**config.mk**
```make
export PLATFORM = sky130hd
export DESIGN_NAME = transfer_offer_validator
export DESIGN_NICKNAME = d
export VERILOG_FILES = /design/src/tov_pkg.sv /design/src/tov_front.sv /design/src/tov_fifo.sv /design/src/tov_back.sv /design/src/transfer_offer_validator.sv
export VERILOG_INCLUDE_DIRS = /design/src /design/src/src
export SDC_FILE = /design/constraint.sdc
export NUM_CORES = 2
export LEC_CHECK = 0
export BUFFER_PORTS_ARGS = -buffer_cell sky130_fd_sc_hd__buf_4
export CORE_MARGIN = 5
export CORE_UTILIZATION = 28
export CTS_BUF_LIST = sky130_fd_sc_hd__clkbuf_4 sky130_fd_sc_hd__clkbuf_8
export DETAILED_ROUTE_END_ITERATION = 10
export SLEW_MARGIN = 20
export SYNTH_ARGS = -nofsm -noshare
export SYNTH_HDL_FRONTEND = slang
export SYNTH_SLANG_ARGS = --single-unit
```
**constraint.sdc**
```tcl
create_clock -name clk -period 8.2 [get_ports clk]
set_input_delay 2.05 -clock clk [delete_from_list [all_inputs] [get_ports clk]]
set_output_delay 2.05 -clock clk [all_outputs]
set_load 0.005 [all_outputs]
```
**src/transfer_offer_validator_macros.svh**
```systemverilog
// Assertion helpers used by tov_back.
`ifndef TRANSFER_OFFER_VALIDATOR_MACROS_SVH
`define TRANSFER_OFFER_VALIDATOR_MACROS_SVH

// The consequent must hold in the same cycle as the antecedent.
`define TOV_ASSERT_SAME(lbl, ante, cons, msg) \
  lbl: assert property (@(posedge clk) disable iff (!rst_n) (ante) |-> (cons)) \
    else $error(msg);

// The consequent must hold in the cycle after the antecedent.
`define TOV_ASSERT_NEXT(lbl, ante, cons, msg) \
  lbl: assert property (@(posedge clk) disable iff (!rst_n) (ante) |=> (cons)) \
    else $error(msg);

`endif

```
**src/tov_pkg.sv**
```systemverilog
package tov_pkg;

  localparam int unsigned HDR_LEN         = 14;
  localparam int unsigned CHUNK_LEN       = 12;
  localparam int unsigned PATH_MAX_BYTES  = 4096;
  localparam int unsigned NAME_MAX_BYTES  = 256;
  localparam int unsigned KIND_MAX_BYTES  = 1024;
  localparam int unsigned SEG_LIMIT_BOUND = 1024;
  localparam int unsigned CNT_W           = 20;
  localparam logic [CNT_W-1:0] CNT_MAX    = '1;
  localparam int unsigned OUT_W           = 120;

  localparam logic CFG_MAX_FILE = 1'b0;
  localparam logic CFG_MAX_SEG  = 1'b1;

  typedef enum logic [2:0] {
    ST_OK    = 3'd0,
    ST_SHORT = 3'd1,
    ST_RANGE = 3'd2,
    ST_LEN   = 3'd3,
    ST_TERM  = 3'd4,
    ST_GAP   = 3'd5,
    ST_SUM   = 3'd6
  } status_t;

  typedef struct packed {
    logic [7:0]  data;
    logic        last;
    logic        term_pos;
    logic        in_chunk;
    status_t     pre;
    logic [15:0] code;
    logic [15:0] path;
    logic [15:0] name;
    logic [15:0] kind;
    logic [31:0] flen;
    logic [15:0] segs;
  } tov_word_t;

  typedef struct packed {
    status_t     status;
    logic [15:0] code;
    logic [15:0] path;
    logic [15:0] name;
    logic [15:0] kind;
    logic [31:0] flen;
    logic [15:0] segs;
  } tov_verdict_t;

endpackage

```
**src/tov_front.sv**
```systemverilog
module tov_front (
  input  logic                clk,
  input  logic                rst_n,
  input  logic                acc,
  input  logic [7:0]          data_byte,
  input  logic                last,
  input  logic [31:0]         max_file,
  input  logic [10:0]         max_seg,
  output tov_pkg::tov_word_t  word
);

  logic [tov_pkg::CNT_W-1:0] cnt_r, cnt_nxt, cnt_after;
  logic                      ovf_r, ovf_nxt, ovf_after;
  logic [63:0]               hdr0_r, hdr0_nxt;
  logic [47:0]               hdr1_r, hdr1_nxt;
  logic [tov_pkg::CNT_W-1:0] t1_r, t2_r, t3_r, str_end_r, chunk_end_r;
  logic [tov_pkg::CNT_W-1:0] t1_c, t2_c, t3_c, str_end_c, chunk_end_c, implied;
  logic [15:0]               p, n, k, s;
  logic [31:0]               fl;
  logic [10:0]               lim;
  logic                      ok, body;

  always_comb begin
    hdr0_nxt = hdr0_r;
    hdr1_nxt = hdr1_r;
    if (!ovf_r && cnt_r < tov_pkg::CNT_W'(8)) begin
      hdr0_nxt = {hdr0_r[55:0], data_byte};
    end else if (!ovf_r && cnt_r < tov_pkg::CNT_W'(tov_pkg::HDR_LEN)) begin
      hdr1_nxt = {hdr1_r[39:0], data_byte};
    end
    p  = hdr0_nxt[47:32];
    n  = hdr0_nxt[31:16];
    k  = hdr0_nxt[15:0];
    fl = hdr1_nxt[47:16];
    s  = hdr1_nxt[15:0];
    lim = (max_seg > 11'(tov_pkg::SEG_LIMIT_BOUND)) ? 11'(tov_pkg::SEG_LIMIT_BOUND) : max_seg;
    ok = (p != 16'd0) && (p <= 16'(tov_pkg::PATH_MAX_BYTES)) &&
         (n != 16'd0) && (n <= 16'(tov_pkg::NAME_MAX_BYTES)) &&
         (k != 16'd0) && (k <= 16'(tov_pkg::KIND_MAX_BYTES)) &&
         (fl != 32'd0) && (fl <= max_file) &&
         (s != 16'd0) && (s <= {5'd0, lim});

    t1_c        = tov_pkg::CNT_W'(tov_pkg::HDR_LEN - 1) + {4'd0, p};
    t2_c        = t1_c + {4'd0, n};
    t3_c        = t2_c + {4'd0, k};
    str_end_c   = t3_c + tov_pkg::CNT_W'(1);
    chunk_end_c = str_end_r + {1'b0, s, 3'd0} + {2'b0, s, 2'd0};
    implied     = (cnt_r == tov_pkg::CNT_W'(tov_pkg::HDR_LEN - 1)) ? chunk_end_c : chunk_end_r;

    ovf_after = ovf_r || (cnt_r == tov_pkg::CNT_MAX);
    cnt_after = (cnt_r == tov_pkg::CNT_MAX) ? cnt_r : cnt_r + tov_pkg::CNT_W'(1);
    body = !ovf_r && (cnt_r >= tov_pkg::CNT_W'(tov_pkg::HDR_LEN)) && ok;

    word.data     = data_byte;
    word.last     = last;
    word.term_pos = body && ((cnt_r == t1_r) || (cnt_r == t2_r) || (cnt_r == t3_r));
    word.in_chunk = body && (cnt_r >= str_end_r) && (cnt_r < chunk_end_r);
    if (!ovf_after && cnt_after < tov_pkg::CNT_W'(tov_pkg::HDR_LEN)) begin
      word.pre = tov_pkg::ST_SHORT;
    end else if (!ok) begin
      word.pre = tov_pkg::ST_RANGE;
    end else if (ovf_after || cnt_after != implied) begin
      word.pre = tov_pkg::ST_LEN;
    end else begin
      word.pre = tov_pkg::ST_OK;
    end
    word.code = hdr0_nxt[63:48];
    word.path = p;
    word.name = n;
    word.kind = k;
    word.flen = fl;
    word.segs = s;

    cnt_nxt = last ? '0 : cnt_after;
    ovf_nxt = last ? 1'b0 : ovf_after;
  end

  always_ff @(posedge clk) begin
    if (!rst_n) begin
      cnt_r  <= '0;
      ovf_r  <= 1'b0;
      hdr0_r <= '0;
      hdr1_r <= '0;
    end else if (acc) begin
      cnt_r  <= cnt_nxt;
      ovf_r  <= ovf_nxt;
      hdr0_r <= last ? '0 : hdr0_nxt;
      hdr1_r <= last ? '0 : hdr1_nxt;
    end
  end

  always_ff @(posedge clk) begin
    if (acc && cnt_r == tov_pkg::CNT_W'(7)) begin
      t1_r      <= t1_c;
      t2_r      <= t2_c;
      t3_r      <= t3_c;
      str_end_r <= str_end_c;
    end
    if (acc && cnt_r == tov_pkg::CNT_W'(tov_pkg::HDR_LEN - 1)) begin
      chunk_end_r <= chunk_end_c;
    end
  end

endmodule

```
**src/tov_fifo.sv**
```systemverilog
module tov_fifo (
  input  logic               clk,
  input  logic               rst_n,
  input  logic               push,
  input  tov_pkg::tov_word_t wdata,
  input  logic               pop,
  output tov_pkg::tov_word_t rdata,
  output logic               not_empty,
  output logic               full
);

  tov_pkg::tov_word_t mem_r [2];
  logic               wp_r, rp_r;
  logic [1:0]         cnt_r;

  assign rdata     = mem_r[rp_r];
  assign not_empty = (cnt_r != 2'd0);
  assign full      = (cnt_r == 2'd2);

  always_ff @(posedge clk) begin
    if (!rst_n) begin
      wp_r  <= 1'b0;
      rp_r  <= 1'b0;
      cnt_r <= 2'd0;
    end else begin
      if (push) wp_r <= ~wp_r;
      if (pop) rp_r <= ~rp_r;
      cnt_r <= cnt_r + {1'b0, push} - {1'b0, pop};
    end
  end

  always_ff @(posedge clk) begin
    if (push) mem_r[wp_r] <= wdata;
  end

endmodule

```
**src/tov_back.sv**
```systemverilog
`include "transfer_offer_validator_macros.svh"

module tov_back (
  input  logic                  clk,
  input  logic                  rst_n,
  input  logic                  q_valid,
  input  tov_pkg::tov_word_t    w,
  output logic                  pop,
  input  logic                  out_ready,
  output logic                  out_valid,
  output tov_pkg::tov_verdict_t verdict
);

  logic [3:0]            cbi_r, cbi_nxt;
  logic [63:0]           off_r, off_nxt, run_r, run_nxt;
  logic [31:0]           size_r, size_nxt;
  logic                  term_r, term_nxt, gap_r, gap_nxt;
  logic                  out_valid_r;
  tov_pkg::tov_verdict_t verdict_r, verdict_nxt;

  assign pop       = q_valid && (!w.last || !out_valid_r || out_ready);
  assign out_valid = out_valid_r;
  assign verdict   = verdict_r;

  always_comb begin
    cbi_nxt  = cbi_r;
    off_nxt  = off_r;
    size_nxt = size_r;
    run_nxt  = run_r;
    term_nxt = term_r || (w.term_pos && w.data != 8'd0);
    gap_nxt  = gap_r;
    if (w.in_chunk) begin
      if (cbi_r < 4'd8) begin
        off_nxt = {off_r[55:0], w.data};
      end else begin
        size_nxt = {size_r[23:0], w.data};
      end
      if (cbi_r == 4'(tov_pkg::CHUNK_LEN - 1)) begin
        gap_nxt  = gap_r || (off_r != run_r);
        run_nxt  = run_r + {32'd0, size_nxt};
        off_nxt  = '0;
        size_nxt = '0;
        cbi_nxt  = 4'd0;
      end else begin
        cbi_nxt = cbi_r + 4'd1;
      end
    end

    verdict_nxt.code = w.code;
    verdict_nxt.path = w.path;
    verdict_nxt.name = w.name;
    verdict_nxt.kind = w.kind;
    verdict_nxt.flen = w.flen;
    verdict_nxt.segs = w.segs;
    if (w.pre != tov_pkg::ST_OK) begin
      verdict_nxt.status = w.pre;
    end else if (term_nxt) begin
      verdict_nxt.status = tov_pkg::ST_TERM;
    end else if (gap_nxt) begin
      verdict_nxt.status = tov_pkg::ST_GAP;
    end else if (run_nxt != {32'd0, w.flen}) begin
      verdict_nxt.status = tov_pkg::ST_SUM;
    end else begin
      verdict_nxt.status = tov_pkg::ST_OK;
    end
    if (w.pre == tov_pkg::ST_SHORT) begin
      verdict_nxt.code = '0;
      verdict_nxt.path = '0;
      verdict_nxt.name = '0;
      verdict_nxt.kind = '0;
      verdict_nxt.flen = '0;
      verdict_nxt.segs = '0;
    end
  end

  always_ff @(posedge clk) begin
    if (!rst_n) begin
      cbi_r       <= '0;
      off_r       <= '0;
      size_r      <= '0;
      run_r       <= '0;
      term_r      <= 1'b0;
      gap_r       <= 1'b0;
      out_valid_r <= 1'b0;
    end else begin
      if (pop && w.last) begin
        out_valid_r <= 1'b1;
      end else if (out_ready) begin
        out_valid_r <= 1'b0;
      end
      if (pop) begin
        if (w.last) begin
          cbi_r  <= '0;
          off_r  <= '0;
          size_r <= '0;
          run_r  <= '0;
          term_r <= 1'b0;
          gap_r  <= 1'b0;
        end else begin
          cbi_r  <= cbi_nxt;
          off_r  <= off_nxt;
          size_r <= size_nxt;
          run_r  <= run_nxt;
          term_r <= term_nxt;
          gap_r  <= gap_nxt;
        end
      end
    end
  end

  always_ff @(posedge clk) begin
    if (pop && w.last) verdict_r <= verdict_nxt;
  end

  `TOV_ASSERT_SAME(a_cbi_bound, 1'b1, cbi_r < 4'(tov_pkg::CHUNK_LEN), "chunk index out of range")
  `TOV_ASSERT_NEXT(a_last_clears, pop && w.last, cbi_r == 4'd0 && !term_r && !gap_r, "state kept")
  `TOV_ASSERT_SAME(a_short_zero, out_valid_r && verdict_r.status == tov_pkg::ST_SHORT,
                   verdict_r.flen == 32'd0 && verdict_r.code == 16'd0, "short verdict fields")

endmodule

```
**src/transfer_offer_validator.sv**
```systemverilog
// Validates a transfer offer message taken one byte word per cycle while the
// queue is not full: the 14-byte header, its field ranges, the string
// terminators, the chunk tiling and the total length, and emits one verdict
// word with the decoded header (zeroed for a short message) on the byte marked
// last. The front counter and header capture feed a two-word queue, and the
// back part does the 64-bit offset add for each chunk. The verdict word is
// registered when the back part pops the last byte's word from the queue.
module transfer_offer_validator (
  input  logic                      clk,
  input  logic                      rst_n,
  input  logic                      in_tvalid,
  output logic                      in_tready,
  input  logic [7:0]                in_tdata,   // data_byte
  input  logic                      in_tlast,
  output logic                      out_tvalid,
  input  logic                      out_tready,
  // status[2:0], offer_code, path_bytes, name_bytes, kind_bytes,
  // total_file_bytes, segment_count, zero fill
  output logic [tov_pkg::OUT_W-1:0] out_tdata,
  input  logic                      cfg_we,
  input  logic                      cfg_addr,
  input  logic [31:0]               cfg_wdata
);

  logic [31:0]           max_file_r;
  logic [10:0]           max_seg_r;
  logic                  acc, q_valid, q_full, pop;
  tov_pkg::tov_word_t    fw, qw;
  tov_pkg::tov_verdict_t verdict;

  always_ff @(posedge clk) begin
    if (!rst_n) begin
      max_file_r <= '1;
      max_seg_r  <= 11'd64;
    end else if (cfg_we) begin
      unique case (cfg_addr)
        tov_pkg::CFG_MAX_FILE: max_file_r <= cfg_wdata;
        tov_pkg::CFG_MAX_SEG:  max_seg_r  <= cfg_wdata[10:0];
        default: ;
      endcase
    end
  end

  assign in_tready = !q_full;
  assign acc       = in_tvalid && in_tready;

  tov_front u_front (
    .clk       (clk),
    .rst_n     (rst_n),
    .acc       (acc),
    .data_byte (in_tdata),
    .last      (in_tlast),
    .max_file  (max_file_r),
    .max_seg   (max_seg_r),
    .word      (fw)
  );

  tov_fifo u_fifo (
    .clk       (clk),
    .rst_n     (rst_n),
    .push      (acc),
    .wdata     (fw),
    .pop       (pop),
    .rdata     (qw),
    .not_empty (q_valid),
    .full      (q_full)
  );

  tov_back u_back (
    .clk       (clk),
    .rst_n     (rst_n),
    .q_valid   (q_valid),
    .w         (qw),
    .pop       (pop),
    .out_ready (out_tready),
    .out_valid (out_tvalid),
    .verdict   (verdict)
  );

  assign out_tdata = {5'd0, verdict.segs, verdict.flen, verdict.kind, verdict.name,
                      verdict.path, verdict.code, verdict.status};

endmodule

```
Word-level counts from Yosys, hierarchy flattened
Memories as Yosys holds them, arrays and structs flattened. A register that Yosys moved wholly into a read port is not among the register bits.
Index checks and enable logic that the tools add are counted.
{ "totals": {"regBits": 562, "mem_bits_rw": 252, "input_bits": 47, "out_inout_bits": 122, "wordCells": 161, "n_memories": 1} }
{ "op_classes": {"n_addsub": 11, "n_lt_le_gt_ge": 13, "eq_ne": 12, "n_mux": 42, "n_bitwise": 3, "n_reduce_logical": 51} }
{ "memory_table": {"columns": ["memory", "words", "word_bits", "rd", "rd_clocked_by_memory_dff", "write_ports", "line_no", "rtl"], "rows": [
  ["u_fifo.mem_r", 2, 126, 1, 1, 1, "tov_fifo.sv:12", "tov_pkg::tov_word_t mem_r [2];"]
]} }
{ "ops": {"columns": ["cell", "count"], "rows": [
  ["64-bit 2-to-1 mux", 9],
  ["32-bit 2-to-1 mux", 5],
  ["48-bit 2-to-1 mux", 3],
  ["64-bit by 32-bit adder with 64-bit output", 1],
  ["64-bit by 32-bit != test with 1-bit output", 1],
  ["64-bit != test", 1],
  ["16-bit nonzero test", 4],
  ["20-bit == test", 3],
  ["20-bit by 4-bit less-than comparator with 1-bit output (second input constant)", 3],
  ["20-bit 2-to-1 mux", 3],
  ["20-bit by 1-bit adder with 20-bit output (second input constant)", 2],
  ["20-bit by 16-bit adder with 20-bit output", 2],
  ["32-bit less-or-equal comparator", 1],
  ["32-bit nonzero test", 1],
  ["1-bit logical AND", 23],
  ["20-bit by 18-bit adder with 20-bit output", 1],
  ["20-bit by 19-bit adder with 20-bit output", 1],
  ["20-bit == test (second input constant)", 1],
  ["20-bit by 3-bit == test with 1-bit output (second input constant)", 1],
  ["20-bit by 4-bit == test with 1-bit output (second input constant)", 1],
  ["20-bit >= comparator", 1],
  ["20-bit by 4-bit >= comparator with 1-bit output (second input constant)", 1],
  ["20-bit less-than comparator", 1],
  ["20-bit != test", 1],
  ["26 further kinds", 61]
]} }

Longest topological paths before layout
{ "depth": {"word_depth": 16, "ltp_mapped": 34} }

Hierarchy
A second synthesis with hierarchy kept.
{ "unflattened": {"hier_cells": 4415, "hier_area_um2": 44529.0} }
{ "modules_own_cells": {"columns": ["mod", "n_inst", "cells_per_inst", "area_each_um2"], "rows": [
  ["tov_front", 1, 1986, 17000.1],
  ["tov_back", 1, 1814, 16080.4],
  ["tov_fifo", 1, 413, 9471.6],
  ["transfer_offer_validator", 1, 202, 1976.9]
]} }

Least setup slack after synthesis
No wires, ideal clock.
{ "synth_path": {"path_type": "input to register", "startpoint": "input port in_tvalid", "endpoint": "memory u_fifo.mem_r[0][0] in the netlist's numbering, enable pin", "setup_time_ns": 0.613, "t_arrival_ns": 7.811, "required_ns": 7.587, "setup_slack_ns": -0.224, "cell_stages": 4, "n_path_buf": 2, "cell_sequence": "nand2_1 -> clkbuf_1 -> clkbuf_1 -> nor2_1"} }
{ "synth_via": {"elab_chain_len": 3} }
{ "synth_rtl": {"columns": ["item", "line_no", "rtl"], "rows": [
  ["start, declared", "transfer_offer_validator.sv:11", "input logic in_tvalid,"],
  ["1-bit logical AND", "transfer_offer_validator.sv:45", "assign acc = in_tvalid && in_tready;"],
  ["1-bit 2-to-1 mux", "tov_fifo.sv:33", "if (push) mem_r[wp_r] <= wdata;"],
  ["1-bit 2-to-1 mux (implied by the code)", "tov_fifo.sv:33", null],
  ["end, declared", "tov_fifo.sv:12", null]
]} }
Every way passes these cells.

==> qor.csv <==
metric,value,unit
# DRC,0,
Die Footprint,162200,sq um
DP Wirelength,102.6,mm
RSZ-0062 raised after global routing,false,
height of the die,402.7,um
Routed Antenna Nets,0,
drt wl/cell,21.56,um
PortBufs,163,
total CTS buffers,131,
PD cells,220.4,nW/um^2
Crit. End Element,flip-flop,
CP Data Required Time,8.87,ns
total negative slack,0,ns
boundary pin count,169,
worst vdd ir,0.0001720,V
post-route worst setup slack,1.140,ns
CP max stage delay,0.61,ns
dpl ws,1.242,ns
CTS tree,yes,
min-delay worst type,reg2reg,
Netlist Area Pre-Place,43180,sq um
#FFs+latches synth,807,
initial antenna violation count,7,
Fin. Hold Viols,0,
RePlAce Congestion,0.9427,
Final Instance Area,49130,sq um
CTS Hold Bufs,0,
Syn-to-layout area delta,13.77,%
Post-DP Area,46390,sq um
ys flop type,edfxtp_1,
CP Max Fanout,15,
DR pass1 iterations,6,
layout cells sized above 1,13.61,%
vias in the first global route,32020,
number of fill cells,15740,
"EDFF count, synth",459,
gr ovfl total,0,
overall global routing resource usage,16.75,%
post-synthesis cell count,4254,
Setup Buffers After CTS,0,
fraction of registers with async set/reset,0,%
clk buf depth,3,
Clock transition at path regs,0.06,ns
Setup crit start kind,flip-flop,
Final min period,7.060,ns
Final setup viols,0,
multi-input logic area,20820,sq um
Leakage,18.30,nW
Initial Utilization,28.10,%
"Seq/Total Area, Yosys",48.05,%
core area,153700,sq um
Hold Slack,0.4537,ns
Reg2Reg Setup Slack,1.14,ns
Max Clock Freq,141.6,MHz
FP Rows,144,
TritonCTS sink count,807,
Max-slew headroom,19.13,%
CP Data Arrival Time,7.73,ns
Worst path slowest cell,or3_2,
Synth cell types,106,
largest net degree at the start of global routing,126,
YS warnings,0,
Nets,4597,
Root Driver,clkbuf_8,
outcome,finished clean,
clk_lat worst skew,0.84,ns
clock skew,0.04049,ns
number of H-tree levels,4,
slew of the pin with the lowest slew margin,1.179,ns
number of DRC markers in iteration 0,3044,
synthesized area per cell,10.15,sq um
"Slew Viols, Final",0,
Vias,33150,
DR vias/cell,5.089,
WL final,140.5,mm
MaxCap Viol Count,0,
post-layout util,31.97,%
critical path type,reg2reg,
cts repair resizes,0,
final worst-path cycle share,86.10,%
die width,402.7,um
storage element area,20750,sq um
first-pass GRT wire length,208.0,mm
[metrics by stage]
| stage | power [W] | cells |
|---|---|---|
| 2_1_floorplan | 0.006216 | 4259 |
| 3_3_place_gp | 0.007250 | 6269 |
| 3_5_place_dp | 0.007256 | 6269 |
| 4_1_cts | 0.01098 | 6511 |
| 5_1_grt | 0.01132 | 6514 |
| 6_report | 0.01083 | 6515 |
[logic make-up (layout without fill, tap and decap cells)]
family                     count (synthesis)  count (layout)  share of synthesized area, %
muxes                                    232             232                         5.705
other                                      1              10                      0.008684
and+or+nand+nor                         1480            1480                         17.12
DFF                                      807             807                         48.05
xor gates and xnor gates                 310             310                         6.354
AOI/OAI and AO/OA                        819             819                         12.79
buffers and inverters                    413             621                         4.085
adders and majority gates                192             192                         5.893
[cells in the mapped netlist, types with 88 or more instances]
cell,instances,area [sq um]
nand2_1,468,1757
a22oi_1,192,1441
nor2b_1,229,1433
edfxtp_1,459,13780
xnor2_1,220,1927
inv_1,160,600.6
mux2i_1,148,1481
nor3_1,88,440.4
ha_1,173,2165
o21ai_0,138,690.7
dfxtp_1,348,6967
a21oi_1,167,835.8
nor2_1,255,957.2
xor2_1,88,770.7
nand4_1,90,563.0
clkbuf_1,183,686.9
[placed cells by master, fill, tap and decap left out, types with 30 or more instances in the layout]
master	n
a21o_1	44
inv_1	160
ha_1	173
a22oi_1	192
nor2b_1	228
dfxtp_1	346
a21oi_1	166
o211ai_1	43
and2_1	59
nor2_1	249
mux2_2	80
clkbuf_4	48
nand2_1	467
xor2_1	88
and3_1	30
xnor2_1	220
nand3_1	74
edfxtp_1	459
nor4_1	57
nor3_1	85
mux2i_1	147
clkbuf_8	147
o21ai_0	138
nand4_1	90
buf_4	212
[critical path: cells and delay by family (launching register included)]
| kind | cells | cell delay (ns) |
|---|---|---|
| adder cells (fa/ha/maj) | 3 | 0.91 |
| flip-flops | 1 | 0.48 |
| XOR/XNOR | 3 | 0.59 |
| buffers and inverters | 1 | 0.21 |
| AO/OA/AOI/OAI | 10 | 1.68 |
| AND/OR/NAND/NOR | 12 | 3.02 |
[flip-flops by register name, indices dropped and copies added (netlist names), 18 cells and up, named ones only]
signal	count
u_fifo.mem_r	250
u_back.verdict	115
u_back.off_r	64
u_back.run_r	64
u_front.hdr0_r	64
u_front.hdr1_r	48
max_file_r	32
u_back.size_r	32
u_front.chunk_end_r	20
u_front.cnt_r	20
u_front.str_end_r	20
u_front.t3_r	19
u_front.t2_r	18
[layout make-up]
class,count,share of cell area (%)
Timing Repair Buffer,215,3.349
Clock inverter,48,0.7233
Tap cell,2044,5.206
Antenna cell,4,0.02037
Clock buffer,194,4.824
Inverter,164,1.253
Sequential cell,807,42.25
Multi-Input combinational cell,3039,42.38
[report_power, final]
group	internal [W]	total (W)	switching (W)
Clock	0.00195	0.00368	0.00173
Combinational	0.000710	0.00223	0.00152
Sequential	0.00477	0.00492	0.000155
Total	0.00743	0.0108	0.00340
[worst paths after layout]
path                           from                     to  cells past startpoint
setup / recovery  u_front.cnt_r[11]  u_front.str_end_r[18]                     29
hold / removal    u_back.size_r[27]      u_back.size_r[27]                      2
setup reg to reg  u_front.cnt_r[11]  u_front.str_end_r[18]                     29
hold reg to reg   u_back.size_r[27]      u_back.size_r[27]                      2
[layer usage]
metal	up-vias	share of wire, %	GRT usage, %
li1	15580	-	-
met1	16180	43	22.29
met2	1164	47	27.38
met3	226	6.7	3.115
met4	0	3.2	5.720
met5	-	0	0
(Power assumes the default switching activity.)
